File: src/ssh_pkg.sv
// shared types and constants for the space-saving heavy-hitter tracker
// no dependencies
`default_nettype none

package ssh_pkg;

    localparam int KEY_BITS     = 64;
    localparam int SLOT_BITS    = 4;
    localparam int OUT_CNT_BITS = 32;
    localparam int OUT_OCC_BITS = 5;
    localparam int TOPN_BITS    = 5;
    localparam int CFG_IDX_BITS = 1;
    localparam int CFG_DAT_BITS = 5;

    localparam logic [CFG_IDX_BITS-1:0] CFG_SAMPLER_ENABLE = 1'd0;
    localparam logic [CFG_IDX_BITS-1:0] CFG_TOP_N          = 1'd1;

    localparam logic ACT_SAMPLE = 1'b0;
    localparam logic ACT_READ   = 1'b1;

    typedef enum logic [2:0] {
        OC_HIT     = 3'd0,
        OC_INSERT  = 3'd1,
        OC_REPLACE = 3'd2,
        OC_IGNORED = 3'd3,
        OC_READ    = 3'd4
    } t_outcome;

    typedef enum logic [2:0] {
        ST_IDLE,
        ST_READ,
        ST_READ_WAIT,
        ST_SCAN,
        ST_DRAIN,
        ST_UPDATE
    } t_state;

    // controller to datapath
    typedef struct packed {
        logic load;
        logic rd_slot;
        logic rd_scan;
        logic emit_ignored;
        logic emit_read;
        logic update;
    } t_cmd;

    // datapath to controller
    typedef struct packed {
        logic action;
        logic enable;
        logic occ_zero;
        logic scan_last;
    } t_stat;

endpackage

`default_nettype wire

File: src/ssh_ram.sv
// generic single-write, single-read RAM with registered read data
// no dependencies
`default_nettype none

module ssh_ram #(
    parameter int WIDTH = 96,
    parameter int DEPTH = 16,
    parameter int AW    = (DEPTH > 1) ? $clog2(DEPTH) : 1
) (
    input  wire logic             i_clk,
    input  wire logic             i_wr_en,
    input  wire logic [AW-1:0]    i_wr_addr,
    input  wire logic [WIDTH-1:0] i_wr_data,
    input  wire logic             i_rd_en,
    input  wire logic [AW-1:0]    i_rd_addr,
    output logic      [WIDTH-1:0] o_rd_data
);

    logic [WIDTH-1:0] r_mem [DEPTH];

    always_ff @(posedge i_clk) begin
        if (i_wr_en) begin
            r_mem[i_wr_addr] <= i_wr_data;
        end
        if (i_rd_en) begin
            o_rd_data <= r_mem[i_rd_addr];
        end
    end

endmodule

`default_nettype wire

File: src/ssh_ctrl.sv
// controller state machine: sequences read, scan and update of one request
// depends on ssh_pkg
`default_nettype none

module ssh_ctrl (
    input  wire logic          i_clk,
    input  wire logic          i_rst_n,
    input  wire logic          i_start,
    input  wire ssh_pkg::t_stat i_stat,
    output ssh_pkg::t_cmd      o_cmd,
    output logic               o_busy
);

    ssh_pkg::t_state r_state;
    ssh_pkg::t_state n_state;

    always_ff @(posedge i_clk) begin
        if (!i_rst_n) begin
            r_state <= ssh_pkg::ST_IDLE;
        end else begin
            r_state <= n_state;
        end
    end

    always_comb begin
        n_state = r_state;
        o_cmd   = '0;
        o_busy  = 1'b1;
        unique case (r_state)
            ssh_pkg::ST_IDLE: begin
                o_busy = 1'b0;
                if (i_start) begin
                    o_cmd.load = 1'b1;
                    priority if (i_stat.action == ssh_pkg::ACT_READ) begin
                        n_state = ssh_pkg::ST_READ;
                    end else if (!i_stat.enable) begin
                        o_cmd.emit_ignored = 1'b1;
                    end else if (i_stat.occ_zero) begin
                        n_state = ssh_pkg::ST_UPDATE;
                    end else begin
                        n_state = ssh_pkg::ST_SCAN;
                    end
                end
            end
            ssh_pkg::ST_READ: begin
                o_cmd.rd_slot = 1'b1;
                n_state = ssh_pkg::ST_READ_WAIT;
            end
            ssh_pkg::ST_READ_WAIT: begin
                o_cmd.emit_read = 1'b1;
                n_state = ssh_pkg::ST_IDLE;
            end
            ssh_pkg::ST_SCAN: begin
                o_cmd.rd_scan = 1'b1;
                if (i_stat.scan_last) begin
                    n_state = ssh_pkg::ST_DRAIN;
                end
            end
            ssh_pkg::ST_DRAIN: begin
                // last read data is compared here
                n_state = ssh_pkg::ST_UPDATE;
            end
            ssh_pkg::ST_UPDATE: begin
                o_cmd.update = 1'b1;
                n_state = ssh_pkg::ST_IDLE;
            end
            default: begin
                n_state = ssh_pkg::ST_IDLE;
            end
        endcase
    end

endmodule

`default_nettype wire

File: src/ssh_datapath.sv
// datapath: entry table RAM, scan compare and minimum tracking, update, result register
// depends on ssh_pkg and ssh_ram
`default_nettype none

module ssh_datapath #(
    parameter int TABLE_ENTRIES = 16,
    parameter int COUNT_BITS    = 32
) (
    input  wire logic                               i_clk,
    input  wire logic                               i_rst_n,
    input  wire ssh_pkg::t_cmd                      i_cmd,
    output ssh_pkg::t_stat                          o_stat,
    input  wire logic                               i_action,
    input  wire logic [ssh_pkg::KEY_BITS-1:0]       i_key_hash,
    input  wire logic [ssh_pkg::SLOT_BITS-1:0]      i_slot_index,
    input  wire logic                               i_cfg_valid,
    input  wire logic [ssh_pkg::CFG_IDX_BITS-1:0]   i_cfg_index,
    input  wire logic [ssh_pkg::CFG_DAT_BITS-1:0]   i_cfg_data,
    output logic                                    o_valid,
    output logic [2:0]                              o_outcome,
    output logic [ssh_pkg::SLOT_BITS-1:0]           o_slot,
    output logic [ssh_pkg::KEY_BITS-1:0]            o_entry_key,
    output logic [ssh_pkg::OUT_CNT_BITS-1:0]        o_entry_count,
    output logic                                    o_entry_valid,
    output logic [ssh_pkg::OUT_OCC_BITS-1:0]        o_occupied
);

    localparam int AW = (TABLE_ENTRIES > 1) ? $clog2(TABLE_ENTRIES) : 1;
    localparam int OW = $clog2(TABLE_ENTRIES + 1);
    localparam int CW = (OW > ssh_pkg::TOPN_BITS) ? OW : ssh_pkg::TOPN_BITS;
    localparam int SW = (AW > ssh_pkg::SLOT_BITS) ? AW : ssh_pkg::SLOT_BITS;
    localparam int DW = ssh_pkg::KEY_BITS + COUNT_BITS;

    function automatic logic [COUNT_BITS-1:0] sat_inc(input logic [COUNT_BITS-1:0] c);
        if (&c) begin
            return c;
        end
        return c + COUNT_BITS'(1);
    endfunction

    function automatic logic [ssh_pkg::OUT_CNT_BITS-1:0] cnt_out(
        input logic [COUNT_BITS-1:0] c
    );
        logic [63:0] w;
        w = 64'(c);
        return w[ssh_pkg::OUT_CNT_BITS-1:0];
    endfunction

    function automatic logic [ssh_pkg::SLOT_BITS-1:0] slot_out(input logic [AW-1:0] a);
        logic [SW-1:0] w;
        w = SW'(a);
        return w[ssh_pkg::SLOT_BITS-1:0];
    endfunction

    // configuration
    logic                          r_sampler_enable;
    logic [ssh_pkg::TOPN_BITS-1:0] r_top_n;

    // table state and latched request
    logic [OW-1:0]                 r_occ;
    logic [ssh_pkg::KEY_BITS-1:0]  r_key;
    logic [ssh_pkg::SLOT_BITS-1:0] r_slot_sel;

    // scan state
    logic [AW-1:0]         r_idx;
    logic                  r_cmp_vld;
    logic [AW-1:0]         r_cmp_idx;
    logic                  r_hit;
    logic [AW-1:0]         r_hit_idx;
    logic [COUNT_BITS-1:0] r_hit_cnt;
    logic [AW-1:0]         r_min_idx;
    logic [COUNT_BITS-1:0] r_min_cnt;

    // RAM ports
    logic                         rd_en;
    logic [AW-1:0]                rd_addr;
    logic [DW-1:0]                rd_data;
    logic [ssh_pkg::KEY_BITS-1:0] rd_key;
    logic [COUNT_BITS-1:0]        rd_cnt;
    logic [AW-1:0]                wr_addr;
    logic [DW-1:0]                wr_data;

    logic [CW-1:0]         occ_ext;
    logic [CW-1:0]         top_ext;
    logic [CW-1:0]         limit;
    logic [SW-1:0]         slot_ext;
    logic                  rd_ok;
    logic [AW-1:0]         upd_idx;
    logic [COUNT_BITS-1:0] upd_cnt;
    ssh_pkg::t_outcome     upd_outcome;
    logic                  upd_insert;
    logic [CW-1:0]         upd_occ;

    ssh_ram #(
        .WIDTH(DW),
        .DEPTH(TABLE_ENTRIES),
        .AW   (AW)
    ) u_table (
        .i_clk    (i_clk),
        .i_wr_en  (i_cmd.update),
        .i_wr_addr(wr_addr),
        .i_wr_data(wr_data),
        .i_rd_en  (rd_en),
        .i_rd_addr(rd_addr),
        .o_rd_data(rd_data)
    );

    always_comb begin
        rd_key   = rd_data[DW-1:COUNT_BITS];
        rd_cnt   = rd_data[COUNT_BITS-1:0];
        slot_ext = SW'(r_slot_sel);
        rd_en    = i_cmd.rd_scan | i_cmd.rd_slot;
        rd_addr  = i_cmd.rd_slot ? slot_ext[AW-1:0] : r_idx;

        occ_ext = CW'(r_occ);
        top_ext = CW'(r_top_n);
        // top_n clamped to one .. table size
        priority if (top_ext == '0) begin
            limit = CW'(1);
        end else if (top_ext > CW'(TABLE_ENTRIES)) begin
            limit = CW'(TABLE_ENTRIES);
        end else begin
            limit = top_ext;
        end

        // entries at or beyond occupancy (and beyond the table) read as empty
        rd_ok = CW'(r_slot_sel) < occ_ext;

        upd_insert = 1'b0;
        priority if (r_hit) begin
            upd_idx     = r_hit_idx;
            upd_cnt     = sat_inc(r_hit_cnt);
            upd_outcome = ssh_pkg::OC_HIT;
        end else if (occ_ext < limit) begin
            upd_idx     = r_occ[AW-1:0];
            upd_cnt     = COUNT_BITS'(1);
            upd_outcome = ssh_pkg::OC_INSERT;
            upd_insert  = 1'b1;
        end else begin
            upd_idx     = r_min_idx;
            upd_cnt     = sat_inc(r_min_cnt);
            upd_outcome = ssh_pkg::OC_REPLACE;
        end
        upd_occ = upd_insert ? occ_ext + CW'(1) : occ_ext;
        wr_addr = upd_idx;
        wr_data = {r_key, upd_cnt};

        o_stat.action    = i_action;
        o_stat.enable    = r_sampler_enable;
        o_stat.occ_zero  = (r_occ == '0);
        o_stat.scan_last = (CW'(r_idx) + CW'(1)) == occ_ext;
    end

    // control state
    always_ff @(posedge i_clk) begin
        if (!i_rst_n) begin
            r_sampler_enable <= 1'b1;
            r_top_n          <= ssh_pkg::TOPN_BITS'(16);
            r_occ            <= '0;
            r_cmp_vld        <= 1'b0;
            r_hit            <= 1'b0;
            r_idx            <= '0;
            o_valid          <= 1'b0;
        end else begin
            if (i_cfg_valid) begin
                unique case (i_cfg_index)
                    ssh_pkg::CFG_SAMPLER_ENABLE: r_sampler_enable <= i_cfg_data[0];
                    ssh_pkg::CFG_TOP_N:          r_top_n <= i_cfg_data;
                    default: ;
                endcase
            end
            r_cmp_vld <= i_cmd.rd_scan;
            o_valid   <= i_cmd.emit_ignored | i_cmd.emit_read | i_cmd.update;
            if (i_cmd.load) begin
                r_idx <= '0;
                r_hit <= 1'b0;
            end else begin
                if (i_cmd.rd_scan) begin
                    r_idx <= r_idx + AW'(1);
                end
                if (r_cmp_vld && !r_hit && rd_key == r_key) begin
                    r_hit <= 1'b1;
                end
            end
            if (i_cmd.update) begin
                r_occ <= upd_occ[OW-1:0];
            end
        end
    end

    // payload registers
    always_ff @(posedge i_clk) begin
        if (i_cmd.load) begin
            r_key      <= i_key_hash;
            r_slot_sel <= i_slot_index;
        end
        r_cmp_idx <= r_idx;
        if (r_cmp_vld) begin
            if (!r_hit && rd_key == r_key) begin
                r_hit_idx <= r_cmp_idx;
                r_hit_cnt <= rd_cnt;
            end
            // strict less keeps the lowest index on a tie
            if (r_cmp_idx == '0 || rd_cnt < r_min_cnt) begin
                r_min_idx <= r_cmp_idx;
                r_min_cnt <= rd_cnt;
            end
        end
        if (i_cmd.emit_ignored) begin
            o_outcome     <= ssh_pkg::OC_IGNORED;
            o_slot        <= '0;
            o_entry_key   <= '0;
            o_entry_count <= '0;
            o_entry_valid <= 1'b0;
            o_occupied    <= occ_ext[ssh_pkg::OUT_OCC_BITS-1:0];
        end else if (i_cmd.emit_read) begin
            o_outcome     <= ssh_pkg::OC_READ;
            o_slot        <= r_slot_sel;
            o_entry_key   <= rd_ok ? rd_key : '0;
            o_entry_count <= rd_ok ? cnt_out(rd_cnt) : '0;
            o_entry_valid <= rd_ok;
            o_occupied    <= occ_ext[ssh_pkg::OUT_OCC_BITS-1:0];
        end else if (i_cmd.update) begin
            o_outcome     <= upd_outcome;
            o_slot        <= slot_out(upd_idx);
            o_entry_key   <= r_key;
            o_entry_count <= cnt_out(upd_cnt);
            o_entry_valid <= 1'b1;
            o_occupied    <= upd_occ[ssh_pkg::OUT_OCC_BITS-1:0];
        end
    end

endmodule

`default_nettype wire

File: src/space_saving_heavy_hitters.sv
// Space-Saving top-K heavy-hitter tracker over 64-bit key hashes.
// Request channel: i_start with i_action/i_key_hash/i_slot_index is taken at a
// clock edge where i_start is high and o_busy is low. Action 0 samples a key,
// action 1 reads one table entry.
// Result channel: o_valid is high for one cycle with the outcome, slot, entry
// key, count, valid flag and occupancy; the receiver cannot stall it.
// Configuration: i_cfg_valid/o_cfg_ready write register i_cfg_index
// (0 sampler_enable, 1 top_n) with i_cfg_data; o_cfg_ready is always high.
// Sequencing: an ignored sample gives its result in the next cycle and
// o_busy stays low. A read keeps the block busy in ST_READ and ST_READ_WAIT,
// with the result registered from ST_READ_WAIT. A sample scans the occupied
// entries through the table RAM read port one entry per cycle, then passes
// ST_DRAIN and ST_UPDATE (an empty table goes straight to ST_UPDATE).
// Reset (synchronous, active low) empties the table, enables sampling and
// sets top_n to 16; no clearing pass is needed.
// depends on ssh_pkg, ssh_ctrl, ssh_datapath, ssh_ram
`default_nettype none

module space_saving_heavy_hitters #(
    parameter int TABLE_ENTRIES = 16,
    parameter int COUNT_BITS    = 32
) (
    input  wire logic                             i_clk,
    input  wire logic                             i_rst_n,
    input  wire logic                             i_start,
    output logic                                  o_busy,
    input  wire logic                             i_action,
    input  wire logic [ssh_pkg::KEY_BITS-1:0]     i_key_hash,
    input  wire logic [ssh_pkg::SLOT_BITS-1:0]    i_slot_index,
    input  wire logic                             i_cfg_valid,
    output logic                                  o_cfg_ready,
    input  wire logic [ssh_pkg::CFG_IDX_BITS-1:0] i_cfg_index,
    input  wire logic [ssh_pkg::CFG_DAT_BITS-1:0] i_cfg_data,
    output logic                                  o_valid,
    output logic [2:0]                            o_outcome,
    output logic [ssh_pkg::SLOT_BITS-1:0]         o_slot,
    output logic [ssh_pkg::KEY_BITS-1:0]          o_entry_key,
    output logic [ssh_pkg::OUT_CNT_BITS-1:0]      o_entry_count,
    output logic                                  o_entry_valid,
    output logic [ssh_pkg::OUT_OCC_BITS-1:0]      o_occupied
);

    ssh_pkg::t_cmd  cmd;
    ssh_pkg::t_stat stat;

    assign o_cfg_ready = 1'b1;

    ssh_ctrl u_ctrl (
        .i_clk  (i_clk),
        .i_rst_n(i_rst_n),
        .i_start(i_start),
        .i_stat (stat),
        .o_cmd  (cmd),
        .o_busy (o_busy)
    );

    ssh_datapath #(
        .TABLE_ENTRIES(TABLE_ENTRIES),
        .COUNT_BITS   (COUNT_BITS)
    ) u_datapath (
        .i_clk        (i_clk),
        .i_rst_n      (i_rst_n),
        .i_cmd        (cmd),
        .o_stat       (stat),
        .i_action     (i_action),
        .i_key_hash   (i_key_hash),
        .i_slot_index (i_slot_index),
        .i_cfg_valid  (i_cfg_valid),
        .i_cfg_index  (i_cfg_index),
        .i_cfg_data   (i_cfg_data),
        .o_valid      (o_valid),
        .o_outcome    (o_outcome),
        .o_slot       (o_slot),
        .o_entry_key  (o_entry_key),
        .o_entry_count(o_entry_count),
        .o_entry_valid(o_entry_valid),
        .o_occupied   (o_occupied)
    );

endmodule

`default_nettype wire
File: config.mk
export PLATFORM = sky130hd
export DESIGN_NAME = space_saving_heavy_hitters
export DESIGN_NICKNAME = d
export VERILOG_FILES = /design/src/ssh_pkg.sv /design/src/ssh_ram.sv /design/src/ssh_ctrl.sv /design/src/ssh_datapath.sv /design/src/space_saving_heavy_hitters.sv
export SDC_FILE = /design/constraint.sdc
export NUM_CORES = 2
export LEC_CHECK = 0
export BUFFER_PORTS_ARGS = -buffer_cell sky130_fd_sc_hd__buf_2
export CAP_MARGIN = 20
export CORE_ASPECT_RATIO = 1.5
export CORE_MARGIN = 2
export CORE_UTILIZATION = 50
export DETAILED_ROUTE_END_ITERATION = 8
export PLACE_DENSITY = 0.66
export SLEW_MARGIN = 10
export SYNTH_ARGS = -nofsm -noshare
export SYNTH_HDL_FRONTEND = slang
export SYNTH_HIERARCHICAL = 1
export SYNTH_SLANG_ARGS = --single-unit
export TNS_END_PERCENT = 50
File: constraint.sdc
create_clock -name i_clk -period 13.15 [get_ports i_clk]
set_clock_uncertainty 0.1 [all_clocks]
set_input_delay 1.315 -clock i_clk [delete_from_list [all_inputs] [get_ports i_clk]]
set_output_delay 1.315 -clock i_clk [all_outputs]
set_load 0.03 [all_outputs]
==> qor.txt <==
Syn Area/Cell: 19.49 um2
CTS tree: yes
CP Capture Type: flop
Register-to-register setup slack: 7.78 ns
Netlist Area Pre-Place: 74090 um2
TritonCTS Buffers: 172
Min-Delay Endpoint: u_datapath/r_cmp_idx[1]$_DFF_P_
Dpl hpwl: 98.71 mm
Sink Count: 1906
Most frequent cells in the layout: edfxtp_1, mux4_2, a22oi_1, buf_2, clkbuf_16
Initial antenna violation count: 7
Post-layout minimum cycle time: 5.368 ns
Antenna viol nets, final: 0
Dpl cells: 5819
R2r worst-path depth: 7
Die Y: 475.4 um
Synthesized instance count: 3802
Rel. slew slack: 0.2363
WHS Path Cells: 0
Metal3 WL: 15.33 mm
Fin. max-slew vios: 0
Iteration-0 DRC Markers: 4436
CTS root buffer: clkbuf_16
Final setup fails: 0
Worst-path clk slew: 0.06 ns
GPL Wtd Cong: 0.8411
Drt first pass iters: 6
Clock tree buffer depth: 3
Fillers: 11160
Post-synth ARST share: 0
Num rows: 173
F_max: 186.3 MHz
Yosys warns: 6
Sequential cell area: 55940 um2
Post-CTS resize count: 0
Met2 Routed Length: 94.91 mm
Fin crit share: 0.4082
Number of global-route vias before repair: 39040
Synth unique cells: 79
Clk_lat worst skew: 0.82 ns
Via density: 6.308
Hold slack: 0.3518 ns
Maxcap violations: 0
Total power per unit cell area: 161.6 nW/um2
Detailed-route DRC error count: 0
CTS H-tree lvls: 4
# Post-CTS Setup Buffers: 0
Top layer reached by signal wires: met5
Gr ovfl total: 0
First-pass GRT wire length: 274.0 mm
Fin cells: 6143
Layout area overhead: 12.13%
Seq cells post-synth: 1906
Reg-to-Reg End: u_datapath/u_table/o_rd_data[80]$_DFFE_PP_
Sequential cell area fraction in the yosys report: 0.7551
Multi-input gate area in the final layout: 17110 um2
Worst Path Arrival: 5.81 ns
EDFF count, synth: 1777
Final Hold Violating Endpoints: 0
DRT Wirelength: 189.5 mm
I/O Pins: 191
Ratio of cells with drive above 1 in the final layout: 0.2313
Initial cell density of the core: 0.5019
Worst slew pin tran: 1.135 ns
Most common cell after layout, fill and taps aside: edfxtp_1
Data required time of the worst path: 13.59 ns
Cts hold-fix bufs: 0
IO Port Bufs: 189
Wl on met1: 73.60 mm
Max FO, Critical Path: 94
Largest net degree at the start of global routing: 97
CP Class: flop to flop
Crit path launch type: flop
Leak: 26.53 nW
Vias: 38750
Die Wd: 318.3 um
Worst hold path startpoint: u_datapath/r_idx[1]$_SDFFE_PP0P_
Routed len/inst: 30.85 um
Hold WC Path Type: flop to flop
Post-synth top flop: edfxtp_1
Core area: 147600 um2
Die ar.: 151300 um2
GRT Total Usage: 0.2514
FF-to-FF Start: u_ctrl/r_state[0]$_SDFFE_PN0P_
Nets: 4191
Syn_nets: 3924
Peak supply drop: 0.1453 mV
Post-route setup TNS: 0 ns
RSZ-0062 raised after global routing: no
Status: completed
==> critical path: stages (launching register included) <==
cell and delay [ns]:
dfxtp_1 0.48, nor3b_1 0.89, mux2_8 0.90, buf_4 0.92, buf_4 0.92, mux4_2 0.42, a22oi_1 0.23, nand2_1 0.09
==> logic make-up after synthesis <==
family	Yosys count	share of synthesized area
adders and majority gates	43	0.007262
DFF	1906	0.7551
other	1	0.00005062
AOI/OAI and AO/OA	474	0.04610
and+or+nand+nor	530	0.03337
buffers and inverters	272	0.01729
xor gates and xnor gates	115	0.01360
muxes	461	0.1272
==> cell usage after synthesis (all sizes together) (44+ instances only) <==
cell type / count / area share
clkbuf: 101 / 0.0051
a31oi: 73 / 0.0062
nand2: 163 / 0.0083
edfxtp: 1777 / 0.72
mux4: 384 / 0.12
mux2i: 72 / 0.0097
inv: 74 / 0.0037
a22oi: 218 / 0.022
dfxtp: 129 / 0.035
xnor2: 81 / 0.0096
buf: 96 / 0.0084
nand3: 44 / 0.0030
nor2: 177 / 0.0090
==> cell type report <==
class / count / area share
sequential: 1906 / 0.6734
multi-input combinational: 1624 / 0.2060
clock buffer: 229 / 0.05598
tap: 1925 / 0.02899
timing repair buffer: 290 / 0.02241
clock inverter: 92 / 0.009775
inverter: 75 / 0.003389
antenna: 2 / 0.00006025
==> routing by layer <==
| metal | global-route usage | vias up |
|---|---|---|
| met5 | 0 | - |
| met3 | 0.04362 | 310 |
| met4 | 0.08361 | 4 |
| met2 | 0.4241 | 1836 |
| li1 | - | 16090 |
| met1 | 0.3344 | 20510 |
==> report_power, final <==
| group | leakage (nW) | internal (mW) | total (mW) | switching (mW) |
|---|---|---|---|---|
| combinational | 6.64 | 0.478 | 1.40 | 0.919 |
| sequential | 17.2 | 6.88 | 7.11 | 0.236 |
| clock | 2.67 | 2.70 | 4.91 | 2.21 |
| total | 26.5 | 10.1 | 13.4 | 3.36 |
==> sequential cells by signal, summed over array words and instances (netlist names), 32 cells and up <==
register	flops
u_datapath/u_table/r_mem	1536
u_datapath/u_table/o_rd_data	96
u_datapath/r_min_cnt	32
u_datapath/r_key	64
u_datapath/r_hit_cnt	32
u_datapath/o_entry_key	64
u_datapath/o_entry_count	32
==> how the worst max path moves through the flow <==
stage | startpoint | endpoint | slack (ns) | cells past startpoint
2_1_floorplan | u_datapath/r_top_n[4]$_SDFFE_PN1P_ | u_datapath/u_table/r_mem[0][0]$_DFFE_PP_ | 3.65 | 10
3_3_place_gp | u_ctrl/r_state[0]$_SDFFE_PN0P_ | u_datapath/u_table/o_rd_data[80]$_DFFE_PP_ | 7.92 | 7
3_5_place_dp | u_ctrl/r_state[0]$_SDFFE_PN0P_ | u_datapath/u_table/o_rd_data[80]$_DFFE_PP_ | 7.79 | 7
4_1_cts | u_ctrl/r_state[0]$_SDFFE_PN0P_ | u_datapath/u_table/o_rd_data[80]$_DFFE_PP_ | 7.79 | 7
5_1_grt | u_ctrl/r_state[0]$_SDFFE_PN0P_ | u_datapath/u_table/o_rd_data[78]$_DFFE_PP_ | 7.43 | 7
6_report | u_ctrl/r_state[0]$_SDFFE_PN0P_ | u_datapath/u_table/o_rd_data[80]$_DFFE_PP_ | 7.78 | 7
==> stage by stage <==
stage          utilization  setup WS (ns)  cell area [um2]  power (mW)
2_1_floorplan            -          3.655            74090       8.068
3_3_place_gp        0.5251          7.919            77510       8.612
3_5_place_dp        0.5255          7.795            77580       8.641
4_1_cts             0.5625          7.789            83040       13.51
5_1_grt             0.5627          7.426            83070       13.84
6_report            0.5627          7.782            83070       13.42
(Power assumes the default switching activity.)
